===== src/olir_pkg.sv =====
// ----------------------------------------------------------------------------
// olir_pkg: shared types and constants for the ordered list
// Sizes, opcode and status codes, the command broadcast to the cells and the
// word conversions used at the edges of the block.
// ----------------------------------------------------------------------------
package olir_pkg;

	localparam int DEPTH     = 64;
	localparam int WORD_BITS = 32;

	localparam int OPC_W    = 2;
	localparam int INDEX_W  = 7;
	localparam int VALUE_W  = 32;
	localparam int STATUS_W = 2;
	localparam int COUNT_W  = 7;

	// count runs 0..DEPTH; positions and counts share one compare width
	localparam int CNT_W = $clog2(DEPTH + 1);
	localparam int CMP_W = (CNT_W > INDEX_W) ? CNT_W : INDEX_W;

	localparam int GROUP   = 8;
	localparam int NGROUPS = (DEPTH + GROUP - 1) / GROUP;

	typedef enum logic [OPC_W-1:0] {
		OP_INSERT = 2'd0,
		OP_REMOVE = 2'd1,
		OP_READ   = 2'd2,
		OP_WRITE  = 2'd3
	} opcode_t;

	typedef enum logic [STATUS_W-1:0] {
		ST_OK        = 2'd0,
		ST_BAD_INDEX = 2'd1,
		ST_FULL      = 2'd2
	} status_t;

	typedef logic [WORD_BITS-1:0] word_t;
	typedef logic [CMP_W-1:0]     pos_t;

	typedef struct packed {
		logic    apply;
		opcode_t op;
		pos_t    idx;
		pos_t    count;
		word_t   value;
	} cmd_t;

	// keep the low WORD_BITS bits, sign-extending when the word is wider
	function automatic word_t to_word(input logic [VALUE_W-1:0] v);
		word_t w;
		for (int i = 0; i < WORD_BITS; i++) begin
			w[i] = v[(i < VALUE_W) ? i : VALUE_W - 1];
		end
		return w;
	endfunction

	// sign-extend or truncate a stored word to the result width
	function automatic logic [VALUE_W-1:0] to_out(input word_t w);
		logic [VALUE_W-1:0] r;
		for (int i = 0; i < VALUE_W; i++) begin
			r[i] = w[(i < WORD_BITS) ? i : WORD_BITS - 1];
		end
		return r;
	endfunction

endpackage


===== src/olir_cell.sv =====
// ----------------------------------------------------------------------------
// olir_cell: one list slot
// Holds one entry and, on each applied command, keeps it, takes the word of
// its lower or upper neighbour, loads the request word or clears.
// ----------------------------------------------------------------------------
module olir_cell (
	input  logic                clk,
	input  logic                arst_n,
	input  olir_pkg::cmd_t      cmd,
	input  olir_pkg::pos_t      pos,
	input  olir_pkg::word_t     lower,
	input  olir_pkg::word_t     upper,
	output olir_pkg::word_t     entry,
	output olir_pkg::word_t     hit
);

	olir_pkg::word_t entry_q;
	olir_pkg::word_t entry_nxt;
	olir_pkg::pos_t  pos_inc;

	assign pos_inc = pos + olir_pkg::pos_t'(1);

	always_comb begin
		entry_nxt = entry_q;
		if (cmd.apply) begin
			case (cmd.op)
				olir_pkg::OP_INSERT: begin
					if (pos == cmd.idx) begin
						entry_nxt = cmd.value;
					end else if (pos > cmd.idx && pos <= cmd.count) begin
						entry_nxt = lower;
					end
				end
				olir_pkg::OP_REMOVE: begin
					// close the gap; the freed top slot clears
					if (pos >= cmd.idx && pos < cmd.count) begin
						entry_nxt = (pos_inc == cmd.count) ? '0 : upper;
					end
				end
				olir_pkg::OP_WRITE: begin
					if (pos == cmd.idx) begin
						entry_nxt = cmd.value;
					end
				end
				default: begin
					entry_nxt = entry_q;
				end
			endcase
		end
	end

	always_ff @(posedge clk or negedge arst_n) begin
		if (!arst_n) begin
			entry_q <= '0;
		end else begin
			entry_q <= entry_nxt;
		end
	end

	assign entry = entry_q;
	assign hit   = (pos == cmd.idx) ? entry_q : '0;

endmodule


===== config.mk =====
export PLATFORM = sky130hd
export DESIGN_NAME = olir_cell
export DESIGN_NICKNAME = d
export VERILOG_FILES = /design/src/olir_pkg.sv /design/src/olir_cell.sv
export SDC_FILE = /design/constraint.sdc
export NUM_CORES = 1
export LEC_CHECK = 0
export CAP_MARGIN = 20
export CORE_MARGIN = 8
export CORE_UTILIZATION = 35
export DETAILED_ROUTE_END_ITERATION = 12
export DONT_BUFFER_PORTS = 1
export MAX_ROUTING_LAYER = met4
export PLACE_DENSITY = 0.6
export RECOVER_POWER = 50
export SYNTH_ARGS = -nofsm -noshare
export SYNTH_HDL_FRONTEND = slang
export SYNTH_SLANG_ARGS = --single-unit

===== constraint.sdc =====
create_clock -name clk -period 3.5 [get_ports clk]
set_clock_uncertainty 0.05 [all_clocks]
set_input_delay 1.05 -clock clk [delete_from_list [all_inputs] [get_ports clk]]
set_output_delay 1.05 -clock clk [all_outputs]
set_load 0.1 [all_outputs]

==> results of run 1 <==
## cells in the mapped netlist (all sizes together)
cell type and n:
o221ai 2, o211ai 32, and3 2, xnor2 5, a32oi 32, a2111oi 1
nand3 6, a221o 1, and3b 1, nor2 4, o21ai 4, clkbuf 15
dlygate4sd1 1, and2 32, dfrtp 32, xor2 4, or3 1, nand4 2
a211oi 1, a21oi 3, o21a 2, nor3b 1, nand2 68, a31oi 1
nor3 1, nor2b 2, a21o 1, ha 15, o31ai 1, inv 14
nand3b 1, buf 10, mux2 32
## worst paths after layout
| kind | start | cells after the start | slack (ns) | end |
|---|---|---|---|---|
| min | arst_n | 0 | 0.41 | entry[18] |
| max reg2reg | entry[21] | 2 | 1.80 | entry[21] |
| min in group clk | entry[28] | 2 | 0.84 | entry[28] |
| min reg2reg | entry[28] | 2 | 0.84 | entry[28] |
| max | cmd[45] | 7 | 0.07 | hit[29] |
| max in group asynchronous | arst_n | 0 | 2.91 | entry[3] |
## power by group
part	total (µW)	switching [µW]	internal, µW
registers	569	46.5	523
logic	1810	1500	305
clock network	349	138	211
## cell families after synthesis
family,after synthesis,share of synthesized area (%)
DFF,32,27.77
xor gates and xnor gates,9,2.733
and+or+nand+nor,121,20.17
AOI/OAI and AO/OA,81,22.47
adders and majority gates,15,6.508
muxes,32,13.41
buffers and inverters,40,6.941
## through the flow
stage	area [µm²]	hold WS [ns]	cells
after floorplan	2947	0.7044	330
after global placement	3979	0.7057	486
after detailed placement	3979	0.7058	486
after CTS	4086	0.3927	494
after global routing	3970	0.3836	494
final	3970	0.4088	494
## cell type report
| type | instances | area [µm²] | share of cell area, % |
|---|---|---|---|
| Clock buffer | 6 | 72.57 | 1.828 |
| Sequential cell | 32 | 800.8 | 20.17 |
| Clock inverter | 2 | 35.03 | 0.8824 |
| Inverter | 14 | 52.55 | 1.324 |
| Multi-Input combinational cell | 258 | 1978 | 49.83 |
| Timing Repair Buffer | 77 | 899.6 | 22.66 |
| Tap cell | 105 | 131.4 | 3.309 |
## placed cells by master, fill, tap and decap left out, types with 3 or more instances in the layout
cell and n:
buf_12 35, dfrtp_1 32, nand3_1 6, ha_1 15, buf_4 11, mux2_4 7
a32oi_1 32, clkbuf_1 32, inv_1 14, xor2_1 4, a21oi_1 3, mux2_2 25
xnor2_1 4, o211ai_1 32, o21ai_0 4, nand2_1 68, and2_2 14, and2_4 18
clkbuf_8 5
## metal layers
layer | global-route usage, % | up-vias | part of all wire, % | routed length [µm]
met5 | - | - | 0 | 0
met2 | 32.33 | 142 | 51 | 5281
met3 | 5.999 | 10 | 11 | 1087
met4 | 3.618 | 0 | 0.78 | 80
met1 | 18.49 | 1392 | 37 | 3833
li1 | - | 1328 | - | -
==> reports/metrics.cfg, run 1 <==
[run_status]
status=finished clean

[min_path]
hold_class=in2async

[cts]
cts_hold_buffers=0
numCtsBuffers=5
cts_htree_levels=2
cts.path.max_buffers=2
path_clk_slew_ns=0.07
post_cts.repair.setup_buffers=0
cts_tree=done
cts_resized=0
clock_sinks=32
clockRootBuffer=clkbuf_8
clock_latency_ns=0.28

[sta]
relSlewSlack_pct=13.79
layout_setup_ws_ns=0.07036
final_hold_viol_count=0
finalCritPeriodShare_pct=97.99
fmax_ghz=0.2916
setup_violations=0
worst_pin_slew_ns=1.293
setup_tns_ns=0
min_period_ns=3.430
slew_violations=0
rsz0062_at_grt=no

[yosys]
netlist_area_um2=2884
mappedNetlistNets=467
synth.top_cell.area_share_pct=27.77
synth.yosys.warnings=0
synth_top_area_cell=dfrtp_1
synth_seq_cells=32
synthCells=330
synthTopCellsByArea=dfrtp_1 (28%), mux2_2 (9.8%), a32oi_1 (9.7%)
syn_area_per_cell_um2=8.739
synth_cell_type_count=40
synth_seq_area_share_pct=27.77

[place]
hpwl_um=8254
pre_cts_ws_ns=0.08506
io_buffers=0
gp_congestion=0.9136

[pwr]
cellLeakagePower_uw=0.001571
irDropWorstVdd_mv=0.3832
p_per_area_nw_per_um2=686.0
power.total_uw=2723

[floorplanning]
coreArea_um2=8093
die_h_um=106.8
die_w_um=106.8
start_util_pct=35.64
io_pins=186
rows=33
die_area_um2=11400

[finish]
fillers=774
largest_reg_flops=32
syn_to_final_growth_pct=37.66
fin_nets=525
final_util_pct=49.06
drive_gt1_share_pct=32.39
antenna_cells=0

[routing]
postRouteAntennaNets=0
num_vias=2872
wirelength_um=10280
drt_first_pass_iters=4
drt-vias-per-instance=5.814
drc=0
drt_iter0_markers=193
wl_per_cell_um=20.81

[critical_path]
cp_top_family=simple AND/OR/NAND/NOR gates
worstPathRequired_ns=2.40
crit_type=in2out
arrival_ns=2.33
worstPathCellList=inv_1 > ha_1 > nand4_1 > nor2_2 > buf_12 > and2_2 > buf_12
cp-end-kind=primary output
start_kind=primary input
cp_common_cell=buf_12
worst-path-buf-inv=3
cp_max_fo=17
critical-path-max-stage-delay_ns=0.31
slowest_stage=ha_1

[global_routing]
grt_max_degree=41
track_usage_pct=17.91
grt_antenna_before_repair=0
grt_pass1_wl_um=15970
gr-total-overflow=0
grt_pass1_vias=2986

[run]
cap_viol_max_count=0

(Power assumes the default switching activity.)
==> run 2, diff against run 1 <==
Settings changed: MAX_ROUTING_LAYER met4 to not set, PLACE_DENSITY 0.6 to 0.62.
Clock period 3.5 ns to 3.1 ns, I/O delays scaled along.
==> run 2 against run 1 <==
Compared with the run above: the flow now finishes with violations (setup timing); first-iteration DRC count is 33% lower; combinational power is 20% higher; register-to-register slack worse by 0.39 ns; clock power is 26% higher; sequential share of layout area is 2.0 points lower; worst hold slack worse by 0.12 ns; global-route usage is 0.59 points lower; critical path type unchanged.
==> reports/metrics.cfg, run 2 (synthesis results as in run 1) <==
[critical_path]
worstPathRequired_ns=2.12  ; -0.28 ns
start_kind=primary input
worstRegToRegCells=2  ; unchanged
worst-path-buf-inv=4  ; +1
r2r_slack_ns=1.41  ; -0.39 ns
crit_type=in2out
arrival_ns=2.14  ; -0.19 ns
cp_top_family=buffers and inverters
cp-end-kind=primary output
slowest_stage=ha_4
critical-path-max-stage-delay_ns=0.26  ; -0.05 ns
rr_endpoint=entry[8]
reg2reg_from=entry[8]
cp_common_cell=buf_12
cp_max_fo=7  ; -10
worstPathCellList=inv_4 > ha_4 > nand4_1 > nor2_4 > buf_12 > clkbuf_16 > and2_4 > buf_12

[finish]
fin_nets=540  ; +2.9%
drive_gt1_share_pct=43.56  ; +11 points
largest_reg_flops=32  ; unchanged
final_util_pct=54.51  ; +5.5 points
mostFrequentLayoutCell=nand2_1
syn_to_final_growth_pct=52.97
fin_cells=509  ; +3.0%
final_cell_mix=nand2_1 (68), buf_4 (40), buf_12 (37)
antenna_cells=0  ; unchanged

[global_routing]
use_met2_pct=31.97  ; -0.36 points
grt_pass1_vias=3067  ; +2.7%
track_usage_pct=17.32  ; -0.59 points
gr-total-overflow=0  ; unchanged
grt_pass1_wl_um=15920  ; -0.30%
grt-busiest-layer=met2
grt_use_met1_pct=17.81  ; -0.68 points
grtUsageMet3_pct=6.899  ; +0.90 points
grt_max_degree=35  ; -15%
grt_antenna_before_repair=0  ; unchanged

[floorplanning]
die_area_um2=11400  ; unchanged
rows=33  ; unchanged
start_util_pct=35.64  ; unchanged
io_pins=186  ; unchanged
coreArea_um2=8093  ; unchanged
die_w_um=106.8  ; unchanged
die_h_um=106.8  ; unchanged

[cts]
cts_hold_buffers=0  ; unchanged
path_clk_slew_ns=0.07  ; about the same
numCtsBuffers=5  ; unchanged
clock_latency_ns=0.28  ; about the same
clock_sinks=32  ; unchanged
clockRootBuffer=clkbuf_8
cts.path.max_buffers=2  ; unchanged
cts_tree=done
cts_htree_levels=2  ; unchanged

[routing]
wirelength_um=10810  ; +5.1%
num_vias=2887  ; +0.52%
postRouteAntennaNets=0  ; unchanged
drc=0  ; unchanged
drt-vias-per-instance=5.672  ; -2.4%
drt_first_pass_iters=4  ; unchanged
drt_iter0_markers=129  ; -33%
wl_per_cell_um=21.24  ; +2.0%

[sta]
layout_setup_ws_ns=-0.02184  ; -0.09220 ns
finalCritPeriodShare_pct=100.7
setup_tns_ns=-0.4466  ; -0.4466 ns
setup_violations=30  ; +30
min_period_ns=3.122
slew_violations=0  ; unchanged
fmax_ghz=0.3203
worst_pin_slew_ns=1.281  ; -0.01173 ns
final_hold_viol_count=0  ; unchanged
relSlewSlack_pct=14.57  ; +0.78 points
rsz0062_at_grt=yes

[run]
cap_viol_max_count=0  ; unchanged

[place]
dp_cells=493  ; +1.4%
pre_cts_ws_ns=-0.1175  ; -0.2026 ns
io_buffers=0  ; unchanged
hpwl_um=8567  ; +3.8%
gp_congestion=0.8043  ; -12%

[pwr]
p_per_area_nw_per_um2=740.0  ; +7.9%
cellLeakagePower_uw=0.001771  ; +13%
power.total_uw=3265  ; +20%
irDropWorstVdd_mv=0.3180  ; -17%

[run_status]
violations=setup timing
status=finished, violations left

[min_path]
hold_class=in2async

run 2: changes by cell type in the layout (fill, tap and decap cells not counted), moves of 2 or more:
cell       before  now
buf_6           0    2
ha_1           15    8
buf_12         35   37
ha_4            0    7
and2_4         18   32
inv_1          14   10
clkbuf_16       0    3
clkbuf_8        5    7
buf_4          11   40
inv_4           0    2
and2_2         14    0
clkbuf_1       32    9
run 2: worst reg2reg max path: cells and delay by family (launching register included):
family,cells,cell delay (ns)
flip-flops,1,0.32
buffers and inverters,1,0.93
multiplexers,1,0.33
run 2: metal layers:
| metal | part of all wire [%] | vias up |
|---|---|---|
| met3 | 9.7 | 12 |
| met2 | 51 | 129 |
| met4 | 1.3 | 0 |
| li1 | - | 1358 |
| met1 | 38 | 1388 |
| met5 | 0 | - |
run 2: how the worst max path moves through the flow:
stage / from / endpoint / slack (ns) / cells after the start
after floorplan: cmd[43] / hit[10] / -0.23 / 6
after global placement: cmd[45] / hit[30] / -0.06 / 7
after detailed placement: cmd[40] / hit[0] / -0.12 / 7
after CTS: cmd[44] / hit[10] / 0.01 / 7
after global routing: cmd[43] / hit[26] / -0.07 / 8
final: cmd[43] / hit[1] / -0.02 / 8
run 2: repair_timing:
action,CTS,global route
gates cloned,0,4
buffers inserted,1,3
endpoints found under the setup margin,32,32
endpoints found under the hold margin,0,0
resized for setup,14,18
pin swaps,1,13
run 2: layout make-up:
class,instances,area (µm²)
clock buffer,7,96.34
clock inverter,1,30.03
fill,711,3681
inverter,14,65.06
multi-input combinational,258,2101
sequential,32,800.8
tap,105,131.4
timing repair buffer,92,1187
run 2: stage by stage:
stage | hold WS, ns | instance area [µm²]
finish | 0.2885 | 4412
floorplan | 0.5844 | 2955
global placement | 0.5862 | 4049
global route | 0.2639 | 4412
detailed placement | 0.5862 | 4049
CTS | 0.2770 | 4250
run 2: where the power goes:
group	internal (µW)	switching [µW]	total [µW]
combinational	472	1710	2180
clock	284	157	441
sequential	590	54.0	644
==> run 3, diff against run 2 <==
Settings changed: CTS_CLUSTER_SIZE set to 25, PLACE_DENSITY 0.62 to 0.6.
Clock period 3.1 ns to 3.4 ns, I/O delays scaled along.
==> run 3 against run 2 <==
Compared with the run above: the run now ends clean; cell area down 9.2%; setup slack better by 0.076 ns; sequential power down 8.4%; sequential cell count unchanged; power down 14%; critical path type unchanged; largest cell class unchanged; largest power group unchanged.
==> reports/metrics.cfg, run 3 (synthesis results as in run 1) <==
[run_status]
status=finished clean

[floorplanning]
die_h_um=106.8  ; unchanged
die_w_um=106.8  ; unchanged
rows=33  ; unchanged
die_area_um2=11400  ; unchanged
start_util_pct=35.64  ; unchanged
coreArea_um2=8093  ; unchanged
io_pins=186  ; unchanged

[sta]
setup_violations=0  ; -100%
setup_tns_ns=0  ; +0.4466 ns
whs_ns=0.3832  ; +0.09464 ns
rsz0062_at_grt=no
layout_setup_ws_ns=0.05385  ; +0.07569 ns
worst_pin_slew_ns=1.286  ; +0.004976 ns
min_period_ns=3.346
final_hold_viol_count=0  ; unchanged
relSlewSlack_pct=14.24  ; -0.33 points
slew_violations=0  ; unchanged
fmax_ghz=0.2989
finalCritPeriodShare_pct=98.42

[finish]
fin_nets=527  ; -2.4%
syn_to_final_growth_pct=38.83
mostFrequentLayoutCell=nand2_1
seqCellArea_um2=800.8  ; unchanged
fillers=761  ; +7.0%
multiInputGateArea_um2=1988  ; -5.4%
largest_reg_flops=32  ; unchanged
antenna_cells=0  ; unchanged
drive_gt1_share_pct=32.74  ; -11 points
final_cell_mix=nand2_1 (68), buf_12 (36), clkbuf_1 (33)

[pwr]
irDropWorstVdd_mv=0.2819  ; -11%
share_seq_of_total_power_pct=21.0  ; +1.3 points
switchingPower_uw=1737  ; -9.5%
p_sw_share_pct=61.92  ; +3.2 points
p_int_uw=1068  ; -21%
power.total_uw=2805  ; -14%
p_per_area_nw_per_um2=700.5  ; -5.3%
pwr-share-comb_pct=66.2  ; -0.6 points
cellLeakagePower_uw=0.001580  ; -11%
pwr-share-clk_pct=12.7  ; -0.8 points

[critical_path]
cp_common_cell=buf_12
start_kind=primary input
worst-path-buf-inv=3  ; -1
worstPathCellList=inv_1 > ha_1 > nand4_1 > nor2_4 > buf_12 > and2_2 > buf_12
worstPathRequired_ns=2.33  ; +0.21 ns
critical-path-max-stage-delay_ns=0.31  ; +0.05 ns
arrival_ns=2.28  ; +0.14 ns
cp-end-kind=primary output
cp_top_family=simple AND/OR/NAND/NOR gates
cp_max_fo=19  ; +12
slowest_stage=ha_1
crit_type=in2out

[cts]
clock_latency_ns=0.27  ; about the same
cts_tree=done
cts_htree_levels=2  ; unchanged
numCtsBuffers=5  ; unchanged
cts.path.max_buffers=2  ; unchanged
path_clk_slew_ns=0.07  ; about the same
clock_sinks=32  ; unchanged
clockRootBuffer=clkbuf_8

[global_routing]
grt_antenna_before_repair=0  ; unchanged
grt_pass1_wl_um=16220  ; +1.9%
track_usage_pct=17.51  ; +0.19 points
gr-total-overflow=0  ; unchanged
grt_max_degree=33  ; -5.7%
grt_pass1_vias=3095  ; +0.91%

[routing]
drt_iter0_markers=131  ; +1.6%
postRouteAntennaNets=0  ; unchanged
num_vias=2868  ; -0.66%
drt_first_pass_iters=4  ; unchanged
drc=0  ; unchanged
wl_per_cell_um=21.19  ; -0.23%
wirelength_um=10510  ; -2.8%
drt-vias-per-instance=5.782  ; +1.9%

[run]
cap_viol_max_count=0  ; unchanged

[place]
hpwl_um=8461  ; -1.2%
pre_cts_ws_ns=-0.003860  ; +0.1137 ns
io_buffers=0  ; unchanged
gp_congestion=0.8669  ; +7.8%

[min_path]
hold_class=in2async

==> run 3: cell count changes in the layout (fill, tap and decap cells not counted), sizes merged <==
cell | previous run | this run
clkbuf | 19 | 38
buf | 80 | 47
clkinv | 0 | 1
==> run 3: worst paths after layout <==
kind | startpoint | end | slack [ns] | cells past startpoint
min in group clk | cmd[1] | entry[1] | 0.96 | 3
max in group asynchronous | arst_n | entry[28] | 2.83 | 0
setup / recovery | cmd[43] | hit[31] | 0.05 | 7
hold / removal | arst_n | entry[13] | 0.38 | 0
setup reg to reg | entry[28] | entry[28] | 1.68 | 2
hold reg to reg | entry[13] | entry[13] | 1.35 | 2
==> run 3: metal layers <==
metal	GRT usage [%]	up-vias	routed length, µm
li1	-	1331	-
met1	17.60	1369	3783
met2	32.42	149	5443
met3	6.659	19	1081
met4	5.628	0	201
met5	0	-	0
==> run 3: final cells by class <==
type / count / area share, %
inverters: 14 / 1.313
flip-flops and latches: 32 / 20.00
well taps: 105 / 3.281
multi-input cells: 258 / 49.66
repair buffers: 79 / 23.06
clock buffers: 6 / 1.812
clock inverters: 2 / 0.8750
==> run 3: timing repair <==
item,in CTS,in global routing
gates resized for setup,1,1
endpoints found under the setup margin,1,13
pin swaps,0,2
hold buffers,0,0
buffers inserted,0,1
==> run 3: per-stage QoR <==
step	instances	utilization [%]	cell area [µm²]
after floorplan	330	-	2947
after global placement	487	49.41	3999
after detailed placement	487	49.41	3999
after CTS	495	50.80	4111
after global routing	496	49.47	4004
final	496	49.47	4004
==> run 3: power groups by stage <==
stage          logic [µW]  clock network (µW)  registers (µW)
2_1_floorplan         353                   0            1830
3_3_place_gp         1980                   0             598
3_5_place_dp         2000                   0             601
4_1_cts              2010                 372             596
5_1_grt              1930                 388             609
6_report             1860                 357             590
