### config.mk
export PLATFORM = sky130hd
export DESIGN_NAME = olir_gather
export DESIGN_NICKNAME = d
export VERILOG_FILES = /design/src/olir_pkg.sv /design/src/olir_gather.sv
export SDC_FILE = /design/constraint.sdc
export NUM_CORES = 1
export LEC_CHECK = 0
export BUFFER_PORTS_ARGS = -buffer_cell sky130_fd_sc_hd__buf_2
export CAP_MARGIN = 0
export CORE_AREA = 2 2 112 114
export CTS_CLUSTER_SIZE = 16
export DETAILED_ROUTE_END_ITERATION = 6
export DIE_AREA = 0 0 114 116
export SYNTH_ARGS = -nofsm -noshare
export SYNTH_HDL_FRONTEND = slang
export SYNTH_SLANG_ARGS = --single-unit
### constraint.sdc
create_clock -name clk -period 1.8 [get_ports clk]
set_input_delay 0.09 -clock clk [delete_from_list [all_inputs] [get_ports clk]]
set_output_delay 0.09 -clock clk [all_outputs]
set_load 0.03 [all_outputs]
### src/olir_pkg.sv
// ----------------------------------------------------------------------------
// olir_pkg: shared types and constants for the ordered list
// Sizes, opcode and status codes, the command broadcast to the cells and the
// word conversions used at the edges of the block.
// ----------------------------------------------------------------------------
package olir_pkg;

	localparam int DEPTH     = 64;
	localparam int WORD_BITS = 32;

	localparam int OPC_W    = 2;
	localparam int INDEX_W  = 7;
	localparam int VALUE_W  = 32;
	localparam int STATUS_W = 2;
	localparam int COUNT_W  = 7;

	// count runs 0..DEPTH; positions and counts share one compare width
	localparam int CNT_W = $clog2(DEPTH + 1);
	localparam int CMP_W = (CNT_W > INDEX_W) ? CNT_W : INDEX_W;

	localparam int GROUP   = 8;
	localparam int NGROUPS = (DEPTH + GROUP - 1) / GROUP;

	typedef enum logic [OPC_W-1:0] {
		OP_INSERT = 2'd0,
		OP_REMOVE = 2'd1,
		OP_READ   = 2'd2,
		OP_WRITE  = 2'd3
	} opcode_t;

	typedef enum logic [STATUS_W-1:0] {
		ST_OK        = 2'd0,
		ST_BAD_INDEX = 2'd1,
		ST_FULL      = 2'd2
	} status_t;

	typedef logic [WORD_BITS-1:0] word_t;
	typedef logic [CMP_W-1:0]     pos_t;

	typedef struct packed {
		logic    apply;
		opcode_t op;
		pos_t    idx;
		pos_t    count;
		word_t   value;
	} cmd_t;

	// keep the low WORD_BITS bits, sign-extending when the word is wider
	function automatic word_t to_word(input logic [VALUE_W-1:0] v);
		word_t w;
		for (int i = 0; i < WORD_BITS; i++) begin
			w[i] = v[(i < VALUE_W) ? i : VALUE_W - 1];
		end
		return w;
	endfunction

	// sign-extend or truncate a stored word to the result width
	function automatic logic [VALUE_W-1:0] to_out(input word_t w);
		logic [VALUE_W-1:0] r;
		for (int i = 0; i < VALUE_W; i++) begin
			r[i] = w[(i < WORD_BITS) ? i : WORD_BITS - 1];
		end
		return r;
	endfunction

endpackage

### src/olir_gather.sv
// ----------------------------------------------------------------------------
// olir_gather: registered merge of one group of cell taps
// ORs the tap words of a group of cells; at most one tap is non-zero.
// ----------------------------------------------------------------------------
module olir_gather (
	input  logic            clk,
	input  logic            en,
	input  olir_pkg::word_t taps [olir_pkg::GROUP],
	output olir_pkg::word_t merged
);

	olir_pkg::word_t merged_s1;
	olir_pkg::word_t merged_c;

	always_comb begin
		merged_c = '0;
		for (int i = 0; i < olir_pkg::GROUP; i++) begin
			merged_c = merged_c | taps[i];
		end
	end

	always_ff @(posedge clk) begin
		if (en) begin
			merged_s1 <= merged_c;
		end
	end

	assign merged = merged_s1;

endmodule

==> results of run 1 <==
cells by family (layout without fill, tap and decap cells):
logic type,Yosys count,after routing,share of synthesized area (%)
buffers and inverters,0,298,0
and+or+nand+nor,96,96,35.14
other,0,1,0
DFF,32,32,64.86
area by class of cell:
class	instances	area, µm²	share of cell area [%]
tap	147	183.9	5.624
timing repair buffer	290	1466	44.84
multi-input combinational	96	520.5	15.91
clock buffer	7	132.6	4.055
antenna	1	2.502	0.07651
sequential	32	960.9	29.38
clock inverter	1	3.754	0.1148
per-layer routing:
| layer | global-route usage (%) | up-vias | share of wire (%) |
|---|---|---|---|
| met2 | 19.37 | 157 | 53 |
| met3 | 4.916 | 7 | 11 |
| met5 | 0 | - | 0 |
| met4 | 4.553 | 0 | 1.6 |
| met1 | 9.531 | 1020 | 34 |
| li1 | - | 1141 | - |
cell usage after synthesis:
| master | n | area share (%) |
|---|---|---|
| sky130_fd_sc_hd__edfxtp_1 | 32 | 65 |
| sky130_fd_sc_hd__nand2_1 | 32 | 8.1 |
| sky130_fd_sc_hd__nor4_1 | 64 | 27 |
worst min-delay path, cell delays in order:
cell and delay [ns]:
sky130_fd_sc_hd__buf_2 0.07, sky130_fd_sc_hd__nor4_1 0.03, sky130_fd_sc_hd__nand2_1 0.05
stage by stage:
step	utilization [%]	setup slack (ns)	area, µm²
2_1_floorplan	-	1.141	1481
3_3_place_gp	26.29	0.8746	3132
3_5_place_dp	26.29	0.8847	3132
4_1_cts	27.44	0.8153	3268
5_1_grt	27.44	0.8047	3268
6_report	27.46	0.8476	3271
worst paths after layout:
path                            start                   to  cells after the start
setup / recovery  merged[4]$_DFFE_PP_            merged[4]                      1
hold / removal                taps[3]  merged[3]$_DFFE_PP_                      3
power by group through the flow:
stage          Clock (µW)  Sequential (µW)  Combinational, µW
6_report              813              867                449
5_1_grt               886              871                487
4_1_cts               871              867                455
3_5_place_dp            0              882                454
3_3_place_gp            0              882                444
2_1_floorplan           0              966               26.8
==> qor.json, run 1 <==
{
  "sta": {
    "hold_viol_final": 0,
    "post-route-min-period_ns": 0.9524,
    "report.final.slew_viol_count": 0,
    "unrepaired_setup_endpoints_after_global_routing": "false",
    "worst-slew-pin-transition_ns": 0.3344,
    "min_period_over_period_pct": 52.91,
    "setup-violations-final": 0,
    "whs_ns": 0.06688,
    "setup_total_negative_slack_ns": 0,
    "timing.max_slew.rel_slack_pct": 77.50,
    "fmax_mhz": 1050
  },
  "detailed_routing": {
    "drc": 0,
    "initialDrtViolationCount": 20,
    "avgRoutedWirePerCell_um": 12.83,
    "routed_wire_length_mm": 7.365,
    "post_drt_via_cell_ratio": 4.051,
    "routed-via-count": 2325,
    "detailedRoute.firstPassIterationCount": 4,
    "final_antenna_net_count": 0
  },
  "global_routing": {
    "global_route.overflow_total": 0,
    "track_usage_pct": 10.33,
    "grt_start_max_net_pins": 33,
    "grt_pass1_vias": 2308,
    "antenna_found_initial": 1,
    "grt_pass1_wl_mm": 10.23
  },
  "synthesis": {
    "synthesis.instances": 128,
    "syn_avg_cell_area_um2": 11.57,
    "ys_seq_area_share_pct": 64.86,
    "synth_cell_types": 3,
    "ys_seq_elements": 32,
    "synth_warnings": 0,
    "postSynthNetCount": 386,
    "total_standard_cell_area_after_synthesis_um2": 1481
  },
  "placement": {
    "dp_hpwl_mm": 6.514,
    "dp.cells": 565,
    "gp_routability_congestion": 0.8402,
    "io_buffer_count": 289
  },
  "hold_path": {
    "hold_class": "in -> reg"
  },
  "power_and_ir_drop": {
    "power.net_switching_uw": 522.1,
    "sequentialPowerShare_pct": 40.7,
    "pwr_density_cell_nw_per_um2": 650.8,
    "clockPowerShare_pct": 38.2,
    "power_frac_comb_pct": 21.1,
    "worst_ir_drop_on_vdd_mv": 0.2583,
    "power.switching_fraction_pct": 24.53,
    "power_leakage_uw": 0.001569,
    "p_int_uw": 1606,
    "design_power_total_uw": 2128
  },
  "clock_network": {
    "cts_num_sinks": 32,
    "cts-htree-levels": 2,
    "clock_edge_transition_at_the_registers_on_the_reported_setup_and_hold_paths_ns": 0.05,
    "number_of_buffers_inserted_during_clock_tree_synthesis": 5,
    "post_cts_buffers": 0,
    "tritoncts": "done",
    "cts_hold_buffers": 0,
    "clockBufferDepth": 2,
    "resize_count_post_cts": 0,
    "clock_root_buffer": "sky130_fd_sc_hd__clkbuf_16"
  },
  "job": {
    "drv_cap": 0
  },
  "worst_setup_path": {
    "arrival_time_worst_endpoint_ns": 0.86,
    "path_cells": "buf_2",
    "critical-path-max-stage-delay_ns": 0.39,
    "worstPathBufferInverterCount": 1,
    "worst_path_dominant_cell_family": "flip-flops",
    "end_kind": "primary output",
    "crit_start_category": "flop",
    "cp.required_ns": 1.71,
    "worst_path_slowest_cell": "sky130_fd_sc_hd__edfxtp_1",
    "path_max_fanout": 1,
    "critical_path_class": "reg -> out"
  },
  "final_layout": {
    "layout.cells.most_common": "sky130_fd_sc_hd__buf_2",
    "post_layout_nonfiller_instances": 574,
    "ratio_of_cells_with_drive_above_1_in_the_final_layout_pct": 69.25,
    "fill_cells": 1279,
    "final_net_count": 683,
    "most-common-layout-cells": "sky130_fd_sc_hd__buf_2 (289), sky130_fd_sc_hd__nor4_1 (64), sky130_fd_sc_hd__nand2_1 (32), sky130_fd_sc_hd__edfxtp_1 (32), sky130_fd_sc_hd__clkbuf_16 (5)",
    "area_growth_syn_to_layout_pct": 120.8,
    "largest_register_ff_count": 32
  },
  "floorplanning": {
    "design.core.area_um2": 11910,
    "die-area_um2": 13220,
    "design.portCount": 290,
    "initial_utilization_pct": 12.44,
    "dieWidth_um": 114,
    "floorplan.die.height_um": 116,
    "rows": 40
  },
  "status": {
    "run_status": "finished, final reports clean"
  }
}
No activity file was read; power rests on OpenSTA's default activity.
==> inputs of run 2 (changes only) <==
- ABC_AREA: not set -> 1
- CORE_AREA: 2 2 112 114 -> 2 2 111 113
- DIE_AREA: 0 0 114 116 -> 0 0 113 115
- clock period: 1.8 -> 0.8 ns (I/O delays scaled with it)
==> qor.json, run 2 <==
{
  "worst_setup_path": {
    "worstPathBufferInverterCount": {"value": 1, "change": "unchanged"},
    "crit_start_category": "flop",
    "end_kind": "primary output",
    "path_max_fanout": {"value": 1, "change": "unchanged"},
    "worst_path_dominant_cell_family": "flip-flops",
    "arrival_time_worst_endpoint": {"value": 0.84, "unit": "ns", "change": "-0.02 ns"},
    "worst_path_slowest_cell": "sky130_fd_sc_hd__edfxtp_1",
    "critical-path-max-stage-delay": {"value": 0.41, "unit": "ns", "change": "+0.02 ns"},
    "path_cells": "buf_6",
    "critical_path_class": "reg -> out",
    "cp.required": {"value": 0.76, "unit": "ns", "change": "-0.95 ns"},
    "worst_path_depth": {"value": 1, "change": "unchanged"}
  },
  "placement": {
    "io_buffer_count": {"value": 289, "change": "unchanged"},
    "gp_routability_congestion": {"value": 0.8091, "change": "-3.7%"},
    "place_area": {"value": 4433, "unit": "µm²", "change": "+42%"},
    "dp_hpwl": {"value": 7.395, "unit": "mm", "change": "+14%"}
  },
  "power_and_ir_drop": {
    "sequentialPowerShare": {"value": 37.9, "unit": "%", "change": "-2.8 points"},
    "p_int": {"value": 3851, "unit": "µW", "change": "+140%"},
    "design_power_total": {"value": 5207, "unit": "µW", "change": "+140%"},
    "worst_ir_drop_on_vdd": {"value": 0.6469, "unit": "mV", "change": "+150%"},
    "clockPowerShare": {"value": 33.9, "unit": "%", "change": "-4.3 points"},
    "power.switching_fraction": {"value": 26.05, "unit": "%", "change": "+1.5 points"},
    "power.net_switching": {"value": 1356, "unit": "µW", "change": "+160%"},
    "pwr_density_cell": {"value": 1092, "unit": "nW/µm²", "change": "+68%"},
    "power_leakage": {"value": 0.003348, "unit": "µW", "change": "+110%"},
    "power_frac_comb": {"value": 28.2, "unit": "%", "change": "+7.1 points"}
  },
  "detailed_routing": {
    "post_drt_via_cell_ratio": {"value": 3.535, "change": "-13%"},
    "final_antenna_net_count": {"value": 0, "change": "unchanged"},
    "drc": {"value": 19, "change": "+19"},
    "initialDrtViolationCount": {"value": 91, "change": "+360%"},
    "detailedRoute.firstPassIterationCount": {"value": 7, "change": "+3"},
    "avgRoutedWirePerCell": {"value": 8.555, "unit": "µm", "change": "-33%"},
    "routed-via-count": {"value": 3383, "change": "+46%"},
    "routed_wire_length": {"value": 8.187, "unit": "mm", "change": "+11%"}
  },
  "sta": {
    "report.final.slew_viol_count": {"value": 0, "change": "unchanged"},
    "fmax_mhz": 1134,
    "timing.max_slew.rel_slack": {"value": 82.04, "unit": "%", "change": "+4.5 points"},
    "post-route-min-period_ns": 0.8818,
    "unrepaired_setup_endpoints_after_global_routing": "true",
    "min_period_over_period_pct": 110.2,
    "setup_ws": {"value": -0.08180, "unit": "ns", "change": "-0.9294 ns"},
    "hold_viol_final": {"value": 0, "change": "unchanged"},
    "setup_total_negative_slack": {"value": -1.356, "unit": "ns", "change": "-1.356 ns"},
    "setup-violations-final": {"value": 32, "change": "+32"},
    "worst-slew-pin-transition": {"value": 0.2684, "unit": "ns", "change": "-0.06598 ns"}
  },
  "status": {
    "failing_checks": "DRC, setup timing",
    "run_status": "finished with violations"
  },
  "clock_network": {
    "cts-htree-levels": {"value": 2, "change": "unchanged"},
    "post_cts_buffers": {"value": 0, "change": "unchanged"},
    "cts_num_sinks": {"value": 32, "change": "unchanged"},
    "clockBufferDepth": {"value": 2, "change": "unchanged"},
    "clock_root_buffer": "sky130_fd_sc_hd__clkbuf_16",
    "cts_hold_buffers": {"value": 0, "change": "unchanged"},
    "clock_edge_transition_at_the_registers_on_the_reported_setup_and_hold_paths": {"value": 0.05, "unit": "ns", "change": "about the same"},
    "tritoncts": "done",
    "number_of_buffers_inserted_during_clock_tree_synthesis": {"value": 5, "change": "unchanged"}
  },
  "final_layout": {
    "area_growth_syn_to_layout_pct": 72.55,
    "final_net_count": {"value": 1068, "change": "+56%"},
    "largest_register_ff_count": {"value": 32, "change": "unchanged"},
    "postLayoutCellArea": {"value": 4767, "unit": "µm²", "change": "+46%"},
    "most-common-layout-cells": "sky130_fd_sc_hd__buf_2 (257), sky130_fd_sc_hd__inv_1 (256), sky130_fd_sc_hd__nand2_1 (160)",
    "ratio_of_cells_with_drive_above_1_in_the_final_layout": {"value": 36.67, "unit": "%", "change": "-33 points"},
    "antenna_cells_inserted": {"value": 0, "change": "-1"},
    "layout.cells.most_common": "sky130_fd_sc_hd__buf_2"
  },
  "synthesis": {
    "synth.top_cell.area_share": {"value": 34.78, "unit": "%", "change": "-30 points"},
    "yosys.area_share.simple": {"value": 30.43, "unit": "%", "change": "-4.7 points"},
    "yosys-top-cells-area": "sky130_fd_sc_hd__edfxtp_1 (35%), sky130_fd_sc_hd__inv_1 (35%), sky130_fd_sc_hd__nand2_1 (22%), sky130_fd_sc_hd__nor2_1 (8.7%)",
    "ys_seq_area_share": {"value": 34.78, "unit": "%", "change": "-30 points"},
    "yosys.area.top_type": "sky130_fd_sc_hd__edfxtp_1",
    "synth_most_common_cell": "sky130_fd_sc_hd__inv_1",
    "synthesis.instances": {"value": 512, "change": "+300%"},
    "total_standard_cell_area_after_synthesis": {"value": 2763, "unit": "µm²", "change": "+86%"},
    "muxShareOfSynthArea": {"value": 0, "unit": "%", "change": "unchanged"},
    "postSynthNetCount": {"value": 770, "change": "+99%"},
    "yosys-top-cells-count": "sky130_fd_sc_hd__inv_1 (256), sky130_fd_sc_hd__nand2_1 (160), sky130_fd_sc_hd__nor2_1 (64)",
    "synth_cell_types": {"value": 4, "change": "+1"},
    "synth_compound_area_share": {"value": 0, "unit": "%", "change": "unchanged"},
    "synthXorXnorAreaFrac": {"value": 0, "unit": "%", "change": "unchanged"},
    "post_synthesis_adder_cell_area_fraction": {"value": 0, "unit": "%", "change": "unchanged"},
    "async_flop_share": {"value": 0, "unit": "%", "change": "unchanged"},
    "synth-edff-count": {"value": 32, "change": "unchanged"},
    "syn_avg_cell_area": {"value": 5.396, "unit": "µm²", "change": "-53%"},
    "dominant_combinational_cell_family_by_area_after_synthesis": "buffers and inverters",
    "ys_seq_elements": {"value": 32, "change": "unchanged"},
    "synth_warnings": {"value": 0, "change": "unchanged"},
    "synth_ff_type": "sky130_fd_sc_hd__edfxtp_1"
  },
  "global_routing": {
    "antenna_found_initial": {"value": 1, "change": "unchanged"},
    "grt_pass1_wl": {"value": 12.61, "unit": "mm", "change": "+23%"},
    "grt_pass1_vias": {"value": 3109, "change": "+35%"},
    "global_route.overflow_total": {"value": 0, "change": "unchanged"},
    "track_usage": {"value": 12.16, "unit": "%", "change": "+1.8 points"},
    "grt_start_max_net_pins": {"value": 16, "change": "-52%"}
  },
  "floorplanning": {
    "rows": {"value": 40, "change": "unchanged"},
    "design.portCount": {"value": 290, "change": "unchanged"},
    "initial_utilization": {"value": 23.39, "unit": "%", "change": "+11 points"},
    "floorplan.die.height": {"value": 115, "unit": "µm", "change": "-0.86%"},
    "dieWidth": {"value": 113, "unit": "µm", "change": "-0.88%"},
    "die-area": {"value": 13000, "unit": "µm²", "change": "-1.7%"},
    "design.core.area": {"value": 11810, "unit": "µm²", "change": "-0.84%"}
  },
  "hold_path": {
    "worst_hold_path.num_cells": {"value": 1, "change": "-2"},
    "hold_class": "in -> reg"
  },
  "job": {
    "drv_cap": {"value": 0, "change": "unchanged"}
  }
}
## run 2: path summary, 6_finish.rpt
path                  slack (ns)                    to                  from
worst max-delay path       -0.08            merged[10]  merged[10]$_DFFE_PP_
worst min-delay path        0.08  merged[12]$_DFFE_PP_                    en
## run 2: kinds of logic after synthesis
family | count (synthesis)
buf+inv | 256
simple gates | 224
flops | 32
## run 2: cell type report
type,instances,area [µm²]
Multi-Input combinational cell,224,840.8
Sequential cell,32,960.9
Clock inverter,1,5.005
Timing Repair Buffer,291,1687
Tap cell,147,183.9
Clock buffer,6,128.9
Fill cell,1316,7044
Inverter,256,960.9
## run 2: timing repair
item / in CTS / in global routing
cloned: 0 / 0
endpoints found under the setup margin: 32 / 32
resized for setup: 64 / 0
## run 2: per-stage QoR
| step | hold WS (ns) | worst slack (ns) | cells | utilization, % |
|---|---|---|---|---|
| 2_1_floorplan | 0.1525 | 0.2644 | 512 | - |
| 3_3_place_gp | 0.3600 | -0.1077 | 950 | 37.53 |
| 3_5_place_dp | 0.3569 | -0.1138 | 950 | 37.53 |
| 4_1_cts | 0.07807 | -0.1005 | 957 | 40.36 |
| 5_1_grt | 0.08314 | -0.1120 | 957 | 40.36 |
| 6_report | 0.08496 | -0.08180 | 957 | 40.36 |
## run 2: metal layers
metal / vias to the layer above / routed length [µm] / global-route usage [%]
met2: 178 / 4196 / 24.19
li1: 1906 / - / -
met5: - / 13 / 0
met1: 1281 / 2770 / 11.12
met4: 2 / 193 / 4.715
met3: 16 / 1014 / 4.533
## run 2: power groups by stage
stage | Combinational [µW] | Clock, µW | Sequential (µW)
after floorplan | 400 | 0 | 2170
after global placement | 1380 | 0 | 1980
after detailed placement | 1390 | 0 | 1990
after CTS | 1490 | 1870 | 1980
after global routing | 1660 | 1920 | 1980
final | 1470 | 1760 | 1970
==> inputs of run 3 (changes only) <==
- ABC_AREA: 1 -> not set
- CTS_CLUSTER_SIZE: 16 -> not set
- GPL_TIMING_DRIVEN: not set -> 0
==> qor.json, run 3 (same netlist as run 1, synthesis figures left out) <==
{
  "placement": {
    "dp.cells": {"value": 564, "change": "-41%"},
    "place_area": {"value": 3112, "unit": "µm²", "change": "-30%"},
    "dp_hpwl": {"value": 6.489, "unit": "mm", "change": "-12%"},
    "gp_routability_congestion": {"value": 0.8595, "change": "+6.2%"},
    "io_buffer_count": {"value": 289, "change": "unchanged"}
  },
  "worst_setup_path": {
    "crit_start_category": "flop",
    "worstPathBufferInverterCount": {"value": 1, "change": "unchanged"},
    "path_max_fanout": {"value": 1, "change": "unchanged"},
    "worst_path_slowest_cell": "sky130_fd_sc_hd__edfxtp_1",
    "worst_path_depth": {"value": 1, "change": "unchanged"},
    "cp.required": {"value": 0.76, "unit": "ns", "change": "about the same"},
    "arrival_time_worst_endpoint": {"value": 0.85, "unit": "ns", "change": "about the same"},
    "critical_path_class": "reg -> out",
    "path_cells": "buf_6",
    "worst_path_dominant_cell_family": "flip-flops",
    "end_kind": "primary output",
    "critical-path-max-stage-delay": {"value": 0.41, "unit": "ns", "change": "about the same"}
  },
  "detailed_routing": {
    "routed-via-count": {"value": 2376, "change": "-30%"},
    "post_drt_via_cell_ratio": {"value": 4.161, "change": "+18%"},
    "routed.top_layer": "met4",
    "wl_met2": {"value": 3.900, "unit": "mm", "change": "-7.1%"},
    "drc": {"value": 15, "change": "-4"},
    "final_antenna_net_count": {"value": 0, "change": "unchanged"},
    "routed_wire_length": {"value": 7.448, "unit": "mm", "change": "-9.0%"},
    "detailedRoute.firstPassIterationCount": {"value": 7, "change": "unchanged"},
    "wl_met1": {"value": 2.606, "unit": "mm", "change": "-5.9%"},
    "avgRoutedWirePerCell": {"value": 13.04, "unit": "µm", "change": "+52%"},
    "initialDrtViolationCount": {"value": 73, "change": "-20%"},
    "met3RoutedLength": {"value": 845, "unit": "µm", "change": "-17%"}
  },
  "final_layout": {
    "postLayoutCellArea": {"value": 3447, "unit": "µm²", "change": "-28%"},
    "largest_register_ff_count": {"value": 32, "change": "unchanged"},
    "ratio_of_cells_with_drive_above_1_in_the_final_layout": {"value": 69.34, "unit": "%", "change": "+33 points"},
    "area_growth_syn_to_layout_pct": 132.7,
    "antenna_cells_inserted": {"value": 0, "change": "unchanged"},
    "final_net_count": {"value": 682, "change": "-36%"},
    "most-common-layout-cells": "sky130_fd_sc_hd__buf_2 (256), sky130_fd_sc_hd__nor4_1 (64), sky130_fd_sc_hd__nand2_1 (32), sky130_fd_sc_hd__edfxtp_1 (32), sky130_fd_sc_hd__buf_6 (32)",
    "layout.cells.most_common": "sky130_fd_sc_hd__buf_2",
    "post_layout_nonfiller_instances": {"value": 571, "change": "-40%"},
    "utilization": {"value": 29.18, "unit": "%", "change": "-11 points"}
  },
  "floorplanning": {
    "floorplan.die.height": {"value": 115, "unit": "µm", "change": "unchanged"},
    "dieWidth": {"value": 113, "unit": "µm", "change": "unchanged"},
    "design.core.area": {"value": 11810, "unit": "µm²", "change": "unchanged"},
    "initial_utilization": {"value": 12.54, "unit": "%", "change": "-11 points"},
    "rows": {"value": 40, "change": "unchanged"},
    "design.portCount": {"value": 290, "change": "unchanged"},
    "die-area": {"value": 13000, "unit": "µm²", "change": "unchanged"}
  },
  "power_and_ir_drop": {
    "worst_ir_drop_on_vdd": {"value": 0.6597, "unit": "mV", "change": "+2.0%"},
    "pwr_density_cell": {"value": 1411, "unit": "nW/µm²", "change": "+29%"},
    "power_leakage": {"value": 0.001628, "unit": "µW", "change": "-51%"},
    "design_power_total": {"value": 4865, "unit": "µW", "change": "-6.6%"}
  },
  "sta": {
    "setup_total_negative_slack": {"value": -1.389, "unit": "ns", "change": "-0.03265 ns"},
    "timing.max_slew.rel_slack": {"value": 66.83, "unit": "%", "change": "-15 points"},
    "report.final.slew_viol_count": {"value": 0, "change": "unchanged"},
    "setup_ws": {"value": -0.08643, "unit": "ns", "change": "-0.004629 ns"},
    "hold_viol_final": {"value": 0, "change": "unchanged"},
    "min_period_over_period": {"value": 110.8, "unit": "%", "change": "+0.58 points"},
    "fmax": {"value": 1128, "unit": "MHz", "change": "-0.52%"},
    "worst-slew-pin-transition": {"value": 0.4975, "unit": "ns", "change": "+0.2290 ns"},
    "setup-violations-final": {"value": 32, "change": "unchanged"},
    "post-route-min-period": {"value": 0.8864, "unit": "ns", "change": "+0.004629 ns"},
    "unrepaired_setup_endpoints_after_global_routing": "true"
  },
  "global_routing": {
    "global_route.overflow_total": {"value": 0, "change": "unchanged"},
    "grt_pass1_wl": {"value": 10.78, "unit": "mm", "change": "-15%"},
    "grt_pass1_vias": {"value": 2406, "change": "-23%"},
    "track_usage": {"value": 10.71, "unit": "%", "change": "-1.4 points"},
    "antenna_found_initial": {"value": 0, "change": "-1"},
    "grt_start_max_net_pins": {"value": 33, "change": "+17"}
  },
  "clock_network": {
    "clock_root_buffer": "sky130_fd_sc_hd__clkbuf_16",
    "clockBufferDepth": {"value": 2, "change": "unchanged"},
    "number_of_buffers_inserted_during_clock_tree_synthesis": {"value": 5, "change": "unchanged"},
    "clock_edge_transition_at_the_registers_on_the_reported_setup_and_hold_paths": {"value": 0.05, "unit": "ns", "change": "about the same"},
    "cts-htree-levels": {"value": 2, "change": "unchanged"},
    "cts_num_sinks": {"value": 32, "change": "unchanged"},
    "tritoncts": "done",
    "cts_hold_buffers": {"value": 0, "change": "unchanged"}
  },
  "hold_path": {
    "hold_class": "in -> reg",
    "worst_hold_path.num_cells": {"value": 3, "change": "+2"}
  },
  "status": {
    "failing_checks": "DRC, setup timing",
    "run_status": "finished with violations"
  },
  "job": {
    "drv_cap": {"value": 0, "change": "unchanged"}
  }
}
run 3: changes by cell type in the layout (fill, tap and decap cells not counted), sizes merged:
cell and delta:
nor2 -64, buf -3, clkinv +1, nor4 +64, nand2 -128, inv -256
run 3: final cells by class:
cell class	instances	area (µm²)
clock inverters	2	7.507
repair buffers	289	1649
well taps	147	183.9
multi-input cells	96	520.5
clock buffers	5	125.1
flip-flops and latches	32	960.9
fillers	1243	8364
run 3: power breakdown:
| group | internal, µW | switching, µW |
|---|---|---|
| logic | 634 | 477 |
| registers | 1930 | 41.9 |
| clock network | 1110 | 668 |
run 3: through the flow:
| stage | hold WS, ns | setup slack [ns] |
|---|---|---|
| finish | 0.02497 | -0.08643 |
| floorplan | 0.1525 | 0.1913 |
| global placement | 0.2942 | -0.2698 |
| CTS | 0.01016 | -0.1023 |
| global route | 0.03579 | -0.1179 |
| detailed placement | 0.3034 | -0.2775 |
run 3: metal layers:
| layer | vias up | global-route usage (%) |
|---|---|---|
| li1 | 1135 | - |
| met4 | 0 | 4.065 |
| met2 | 161 | 19.44 |
| met3 | 7 | 3.585 |
| met5 | - | 0 |
| met1 | 1073 | 11.60 |
run 3: timing repair:
| item | 4_1_cts | 5_1_grt |
|---|---|---|
| gates resized for setup | 64 | 1 |
| setup buffers | 0 | 0 |
| endpoints found under the setup margin | 32 | 64 |
| gates cloned | 0 | 0 |
| hold endpoints to repair | 0 | 0 |
run 3: final timing paths:
check | endpoint | from | slack [ns]
hold / removal | merged[18]$_DFFE_PP_ | taps[18] | 0.02
setup / recovery | merged[21] | merged[21]$_DFFE_PP_ | -0.09
